File: src/rtl/q2e_pkg.sv
// shared types and constants of the quaternion to zxy euler angle converter
// used by every module of the block, no dependencies
package q2e_pkg;

  localparam int CORDIC_STAGES_DEF = 16;
  localparam int QUAT_WIDTH_DEF    = 16;

  localparam int QI         = 16;  // internal quaternion width, q1.15
  localparam int PW         = 2 * QI;
  localparam int RW         = 35;  // rotation term width
  localparam int R21W       = 32;  // clamped r21 width
  localparam int SQW        = 31;  // square root result bits
  localparam int REMW       = 62;  // square root remainder width
  localparam int OPW        = 36;  // cordic operand width
  localparam int CW         = 45;  // cordic vector width
  localparam int ZW         = 33;  // cordic angle accumulator width
  localparam int AW         = ZW - 16;
  localparam int NORM_MSB   = 40;
  localparam int SHW        = 6;
  localparam int OUT_W      = 48;
  localparam int ROLL_W     = 16;
  localparam int PITCH_W    = 15;
  localparam int YAW_W      = 16;
  localparam int FIFO_DEPTH = 4;
  localparam int FIFO_AW    = 2;

  localparam logic signed [ZW-1:0] HALF_TURN  = 33'sd1179648000;
  localparam logic signed [ZW-1:0] ROUND_HALF = 33'sd32768;
  localparam logic signed [RW-1:0] Q30_ONE    = 35'sd1073741824;
  localparam logic signed [AW-1:0] LIM_HALF   = 17'sd18000;
  localparam logic signed [AW-1:0] LIM_QUART  = 17'sd9000;

  typedef struct packed {
    logic signed [RW-1:0]   r11;
    logic signed [RW-1:0]   r12;
    logic signed [RW-1:0]   r31;
    logic signed [RW-1:0]   r32;
    logic signed [R21W-1:0] r21;
    logic                   clamped;
  } rterm_t;

  // atan(2^-i) in 1/65536 of a hundredth of a degree
  function automatic logic signed [ZW-1:0] atan_tab(input logic [4:0] idx);
    logic signed [ZW-1:0] v;
    case (idx)
      5'd0:  v = 33'sd294912000;
      5'd1:  v = 33'sd174096719;
      5'd2:  v = 33'sd91987925;
      5'd3:  v = 33'sd46694507;
      5'd4:  v = 33'sd23437865;
      5'd5:  v = 33'sd11730358;
      5'd6:  v = 33'sd5866610;
      5'd7:  v = 33'sd2933484;
      5'd8:  v = 33'sd1466764;
      5'd9:  v = 33'sd733385;
      5'd10: v = 33'sd366693;
      5'd11: v = 33'sd183346;
      5'd12: v = 33'sd91673;
      5'd13: v = 33'sd45837;
      5'd14: v = 33'sd22918;
      5'd15: v = 33'sd11459;
      5'd16: v = 33'sd5730;
      5'd17: v = 33'sd2865;
      5'd18: v = 33'sd1432;
      5'd19: v = 33'sd716;
      5'd20: v = 33'sd358;
      5'd21: v = 33'sd179;
      5'd22: v = 33'sd90;
      5'd23: v = 33'sd45;
      default: v = '0;
    endcase
    return v;
  endfunction

endpackage

File: src/rtl/q2e_fifo.sv
// short queue of rotation terms between front end and back end
// depends on q2e_pkg
module q2e_fifo (
  input  logic            clk,
  input  logic            rst_n,
  input  logic            push,
  input  q2e_pkg::rterm_t din,
  output logic            full,
  input  logic            pop,
  output q2e_pkg::rterm_t dout,
  output logic            empty
);

  localparam int AW = q2e_pkg::FIFO_AW;

  q2e_pkg::rterm_t mem_r [q2e_pkg::FIFO_DEPTH];
  logic [AW-1:0]   wr_ptr_r, rd_ptr_r;
  logic [AW:0]     cnt_r;

  assign full  = (cnt_r == (AW+1)'(q2e_pkg::FIFO_DEPTH));
  assign empty = (cnt_r == '0);
  assign dout  = mem_r[rd_ptr_r];

  always_ff @(posedge clk) begin
    if (!rst_n) begin
      wr_ptr_r <= '0;
      rd_ptr_r <= '0;
      cnt_r    <= '0;
    end else begin
      if (push) wr_ptr_r <= wr_ptr_r + 1'b1;
      if (pop) rd_ptr_r <= rd_ptr_r + 1'b1;
      if (push && !pop) cnt_r <= cnt_r + 1'b1;
      else if (pop && !push) cnt_r <= cnt_r - 1'b1;
    end
  end

  always_ff @(posedge clk) begin
    if (push) mem_r[wr_ptr_r] <= din;
  end

endmodule

File: config.mk
export PLATFORM = sky130hd
export DESIGN_NAME = q2e_fifo
export DESIGN_NICKNAME = d
export VERILOG_FILES = /design/src/rtl/q2e_pkg.sv /design/src/rtl/q2e_fifo.sv
export SDC_FILE = /design/constraint.sdc
export NUM_CORES = 1
export LEC_CHECK = 0
export BUFFER_PORTS_ARGS = -buffer_cell sky130_fd_sc_hd__buf_2
export CORE_MARGIN = 2
export CORE_UTILIZATION = 35
export DETAILED_ROUTE_END_ITERATION = 10
export PLACE_DENSITY = 0.51
export SLEW_MARGIN = 20
export SYNTH_ARGS = -nofsm -noshare
export SYNTH_HDL_FRONTEND = slang
export SYNTH_SLANG_ARGS = --single-unit
File: constraint.sdc
create_clock -name clk -period 9.8 [get_ports clk]
set_input_delay 1.96 -clock clk [delete_from_list [all_inputs] [get_ports clk]]
set_output_delay 1.96 -clock clk [all_outputs]
set_load 0.01 [all_outputs]
Word level (Yosys, flattened, before mapping)
Memories as Yosys holds them, arrays and structs flattened. A register that Yosys moved wholly into a read port is not among the register bits.
Cells that the tools add are included.
- reduce and logical (&&, ||, !) cells: 6
- equal/unequal tests: 1
- $add $sub $neg: 4
- multiplexer cells: 6
- operators by type and width (operator ; number):
    3-bit two-way mux ; 2
    2-bit by 1-bit adder with 2-bit output (second input constant) ; 2
    2-bit two-way mux ; 2
    3-bit by 1-bit adder with 3-bit output (second input constant) ; 1
    3-bit equality test (second input constant) ; 1
    3-bit logical NOT ; 1
    3-bit by 1-bit subtractor with 3-bit output (second input constant) ; 1
    1-bit logical AND ; 2
    1-bit logical NOT ; 2
    1-bit two-way mux ; 2
    2-bit nonzero test ; 1
- register bits after elaboration: 7
- input bits: 177
- RAM bits: 692
- memories: 1
- output and inout bits: 175
- word-level logic and storage cells: 21
- memories (name ; depth ; bits a word ; read ports ; clocked after Yosys merged registers in ; wr ports ; line ; source):
    mem_r ; 4 ; 173 ; 1 ; 1 ; 1 ; q2e_fifo.sv:16 ; q2e_pkg::rterm_t mem_r [q2e_pkg::FIFO_DEPTH];

Depth between registers and ports, before layout
Gate-level depths: netlist of run 1.
- depth in word-level cells: 4
- gate-level depth with buffers: 7
- gate-level depth less buffers: 7

Worst setup path after synthesis of run 1
Ideal clock, no wire load.
- path kind: input port to flip-flop
- from: input push
- to: memory mem_r[0][0] in the netlist's numbering, enable pin
- path slack: 3.351 ns
- stages: 1
- path buffers: 0
- arrival time: 5.896 ns
- setup time: 0.553 ns
- data required time: 9.247 ns
- cell sequence: and2_1
- longest elaborated chain between the ends: 2
- ends and longest elaborated chain (element ; line ; source):
    from (decl) ; q2e_fifo.sv:6 ; input logic push,
    1-bit two-way mux ; q2e_fifo.sv:38 ; if (push) mem_r[wr_ptr_r] <= din;
    1-bit two-way mux (implied by the code) ; q2e_fifo.sv:38 ;
    to (decl) ; q2e_fifo.sv:16 ;
No other way between the ends.

==> metrics.md, run 1 <==
| Metric | Value |
|---|---|
| Status | complete, no violations |
| CTS resizes | 0 |
| Peak supply drop | 0.120 mV |
| Max Clock Skew | 0.0211 ns |
| First-pass GRT wire length | 76200 um |
| Crit-path max FO | 49 |
| Final GP Congestion | 0.702 |
| Yosys reg bits | 701 |
| TritonCTS clock tree | built |
| Netlist Area Pre-Place | 0.0254 sq mm |
| Final Cycle Share | 53.2% |
| Placed wire-length estimate | 30100 um |
| Slew HR | 33.6% |
| Vias per inst | 4.78 |
| Post-route DRC | 0 |
| Detail Route Antenna Nets | 0 |
| CTS Sinks | 701 |
| P_leak | 10.2 nW |
| Pwr dens | 223 mW/mm^2 |
| Endpoints failing hold | 0 |
| Min-delay worst type | reg2reg |
| Final setup violation count | 0 |
| Proportion of layout cells with a drive suffix above 1 | 46.5% |
| Fin Setup TNS | 0 ns |
| Crit path capture type | primary output |
| Power Total | 6.84 mW |
| Final setup margin | 4.59 ns |
| Placeable Area | 0.0717 sq mm |
| TritonRoute pass-1 iters | 4 |
| Die area | 0.0748 sq mm |
| Placement-stage worst setup slack | 4.98 ns |
| Worst Path Arrival | 3.25 ns |
| Syn-to-layout area delta | 20.6% |
| DIE WIDTH | 274 um |
| Fillers | 6291 |
| Final instance area | 0.0307 sq mm |
| Final slew viol count | 0 |
| Nets | 1535 |
| Initial DRC count | 629 |
| Most common cell after layout, fill and taps aside | edfxtp_1 |
| Setup Buffers After CTS | 0 |
| Largest net degree at the start of global routing | 87 |
| Die Y-Extent | 274 um |
| Hold Buf Count CTS | 0 |
| Io pins | 352 |
| DR vias | 11300 |
| Max Root-Sink Buffers | 3 |
| Ys Warns | 0 |
| Placement Cell Area | 0.0282 sq mm |
| Post-synth cell types | 21 |
| Fin util | 42.7% |
| Htree depth | 3 |
| Register area share after synthesis | 82.5% |
| RSZ-0062 raised after global routing | no |
| Max Freq | 0.192 GHz |
| Critical Path RT | 7.84 ns |
| Antenna violations before repair | 11 |
| Most frequent cells in the layout | 692 x edfxtp_1, 351 x buf_2, 173 x mux4_2, 77 x clkbuf_16, 18 x clkinv_2 |
| Root Driver | clkbuf_16 |
| Mapped Cells | 946 |
| Max capacitance violation total | 0 |
| Avg Inst Size Synth | 26.9 sq um |
| All-Layer GR Usage | 13.7% |
| Min Tclk post-route | 5.21 ns |
| Measured slew at the worst slew-check pin | 0.997 ns |
| WL/cell | 21.8 um |
| Startpoint types | flip-flop |
| Row cnt | 98 |
| Clk_lat worst skew | 0.60 ns |
| Critical R2R Launch | wr_ptr_r[0]$_SDFFE_PN0P_ |
| CTS clk-pin slew, worst paths | 0.05 ns |
| WL final | 51500 um |
| Initial Util | 35.4% |
| Hold path startpoint | cnt_r[2]$_SDFFE_PN0P_ |
| Port bufs | 351 |
| Num CTS Buffers | 75 |
| Kind of critical path | reg2out |
| Gr ovfl total | 0 |
| Post-Syn Nets | 1129 |
| Vias in the first global route | 12200 |
==> final timing paths <==
path                                 end  slack [ns]  cells after the start
setup / recovery                dout[61]        4.59                      4
hold / removal     cnt_r[2]$_SDFFE_PN0P_        0.54                      2
setup reg to reg  mem_r[0][25]$_DFFE_PP_        6.95                      5
hold reg to reg    cnt_r[2]$_SDFFE_PN0P_        0.54                      2
==> per-layer routing <==
layer	track usage, %	part of all wire (%)
met1	17.4	41
met2	22.1	49
met3	4.87	7.8
met4	4.18	1.9
met5	0	0.25
==> synth_stat cells (all sizes together) <==
library cell,number,area (sq um)
clkbuf,2,7.51
dfxtp,9,180
mux4,173,3900
buf,36,292
a21boi,1,7.51
mux2i,2,20.0
xor2,3,26.3
nor3,1,5.00
or3,1,6.26
nand2,1,3.75
edfxtp,692,20800
nor3b,1,7.51
and2,9,56.3
xnor2,2,17.5
inv,4,15.0
fa,1,20.0
ha,5,62.6
nor2b,2,12.5
o21ai,1,5.00
==> per-stage QoR <==
step                      instances  hold slack, ns
after detailed placement       2225           0.536
after global routing           2361           0.566
after floorplan                 946           0.472
after CTS                      2361           0.539
after global placement         2225           0.494
final                          2364           0.538
==> worst max-delay path: stages (launching register included) <==
cell and delay [ns]:
dfxtp_4 0.74, buf_4 0.52, buf_4 0.69, mux4_2 0.42, buf_2 0.17
==> flip-flops by register name, summed over array words and instances, names as in the netlist, named ones only <==
signal / count
rd_ptr_r: 2
cnt_r: 3
wr_ptr_r: 2
mem_r: 692
==> layout make-up <==
class                           instances  area [sq um]  share of cell area, %
Antenna cell                            3          7.51                 0.0245
Clock buffer                           90          1990                   6.48
Clock inverter                         46           440                   1.44
Inverter                                4          15.0                 0.0490
Multi-Input combinational cell        203          4160                   13.6
Sequential cell                       701         21000                   68.4
Tap cell                              950          1190                   3.88
Timing Repair Buffer                  367          1890                   6.18
==> logic make-up after synthesis <==
kind of cell,synth area share [%]
flip-flops,82.5
adder cells (fa/ha/maj),0.325
AND/OR/NAND/NOR,0.359
AO/OA/AOI/OAI,0.0492
multiplexers,15.4
buffers and inverters,1.24
XOR/XNOR,0.172
==> power by group <==
group | switching [mW] | internal [mW] | total, mW
Combinational | 0.337 | 0.273 | 0.610
Clock | 1.11 | 1.63 | 2.74
Sequential | 0.0437 | 3.45 | 3.49
(Power assumes the default switching activity.)
==> inputs of run 2 (changes only) <==
Clock period 9.8 ns to 5.44 ns, I/O delays scaled along.
==> metrics.md, run 2 (same netlist as run 1, synthesis figures left out) <==
| Metric | Value |
|---|---|
| Status | complete, no violations |
| RSZ-0062 raised after global routing | no |
| Min Tclk post-route | 3.91 ns |
| Measured slew at the worst slew-check pin | 0.998 ns |
| Startpoint types | flip-flop |
| Max Clock Skew | 0.0214 ns |
| Routed wl met2 | 25000 um |
| Max Root-Sink Buffers | 3 |
| Crit-path max FO | 43 |
| Final setup violation count | 0 |
| Kind of critical path | reg2out |
| Final slew viol count | 0 |
| Crit path capture type | primary output |
| Setup Buffers After CTS | 0 |
| DIE WIDTH | 274 um |
| Nets | 1542 |
| Post-route DRC | 0 |
| First-pass GRT wire length | 78500 um |
| Max capacitance violation total | 0 |
| Antenna violations before repair | 17 |
| Largest net degree at the start of global routing | 77 |
| Port bufs | 351 |
| Die area | 0.0748 sq mm |
| All-Layer GR Usage | 14.2% |
| Largest register FFs | 692 |
| Final Cycle Share | 71.9% |
| Num CTS Buffers | 78 |
| Critical Path RT | 4.35 ns |
| Worst reg2reg setup slack | 3.25 ns |
| CTS clk-pin slew, worst paths | 0.06 ns |
| DR vias | 11400 |
| Gr ovfl total | 0 |
| Worst Path Arrival | 2.82 ns |
| Hold Buf Count CTS | 0 |
| P_leak | 10.3 nW |
| Vias in the first global route | 12200 |
| Initial DRC count | 748 |
| Most flop-heavy register | mem_r |
| Htree depth | 3 |
| Max Freq | 0.256 GHz |
| Root Driver | clkbuf_16 |
| Min-delay worst type | reg2reg |
| CTS resizes | 0 |
| Fin Setup TNS | 0 ns |
| Placed wire-length estimate | 31700 um |
| CP max-delay cell | dfxtp_4 |
| Proportion of layout cells with a drive suffix above 1 | 46.4% |
| Vias per inst | 4.80 |
| Placement-stage worst setup slack | 2.02 ns |
| Syn-to-layout area delta | 21.6% |
| Die Y-Extent | 274 um |
| Initial Util | 35.4% |
| CTS Sinks | 701 |
| Slew HR | 33.5% |
| WL met1 | 22300 um |
| WL/cell | 22.4 um |
| Pwr dens | 404 mW/mm^2 |
| WL final | 53200 um |
| Final setup margin | 1.53 ns |
| Met3 WL | 4470 um |
| Fillers | 6237 |
| Max incr delay on CP | 1.00 ns |
| Most common cell after layout, fill and taps aside | edfxtp_1 |
| Worst-path cell chain | buf_4 > mux4_2 > buf_2 |
| Placeable Area | 0.0717 sq mm |
| Io pins | 352 |
| Final GP Congestion | 0.692 |
| Top sig layer | met5 |
| Clk_lat worst skew | 0.61 ns |
| Peak supply drop | 0.269 mV |
| Detail Route Antenna Nets | 0 |
| Top Registers | mem_r: 692 flops, cnt_r: 3 flops |
| Row cnt | 98 |
| TritonCTS clock tree | built |
| Most frequent cells in the layout | 692 x edfxtp_1, 351 x buf_2, 173 x mux4_2, 82 x clkbuf_16, 19 x clkbuf_1 |
| Endpoints failing hold | 0 |
| TritonRoute pass-1 iters | 6 |
[run 2: worst max-delay path, delay by kind of cell (launching register included)]
family / cells / cell delay (ns)
buffers and inverters: 2 / 0.61
multiplexers: 1 / 0.56
flip-flops: 1 / 1.00
[run 2: per-layer routing]
metal | global-route usage [%] | vias up
li1 | - | 4956
met1 | 18.5 | 5985
met2 | 21.8 | 319
met3 | 5.84 | 113
met4 | 4.18 | 26
met5 | 0 | -
[run 2: worst paths after layout]
path / startpoint / end / cells after the start
setup / recovery: flip-flop / dout[150] / 3
hold / removal: cnt_r[2]$_SDFFE_PN0P_ / cnt_r[2]$_SDFFE_PN0P_ / 2
setup reg to reg: wr_ptr_r[0]$_SDFFE_PN0P_ / mem_r[3][67]$_DFFE_PP_ / 3
hold reg to reg: cnt_r[2]$_SDFFE_PN0P_ / cnt_r[2]$_SDFFE_PN0P_ / 2
[run 2: layout make-up]
type	count	area (sq um)	area share, %
multi-input cells	203	4160	13.4
inverters	4	15.0	0.0486
repair buffers	371	2070	6.69
well taps	950	1190	3.84
clock inverters	40	373	1.21
flip-flops and latches	701	21000	67.8
clock buffers	102	2140	6.91
diodes	6	15.0	0.0486
[run 2: metrics by stage]
stage | hold WS, ns | total power, mW | instances | utilization [%] | area, sq um
after floorplan | 0.472 | 7.05 | 946 | - | 25400
after global placement | 0.487 | 7.56 | 2229 | 39.6 | 28400
after detailed placement | 0.506 | 7.58 | 2229 | 39.6 | 28400
after CTS | 0.515 | 12.7 | 2371 | 43.1 | 30900
after global routing | 0.569 | 13.0 | 2373 | 43.1 | 30900
final | 0.511 | 12.5 | 2377 | 43.1 | 30900
[run 2: power by group]
group,leakage (nW),internal [mW],switching (mW)
sequential,6.43,6.21,0.0825
clock,1.23,2.99,2.09
combinational,2.61,0.513,0.615
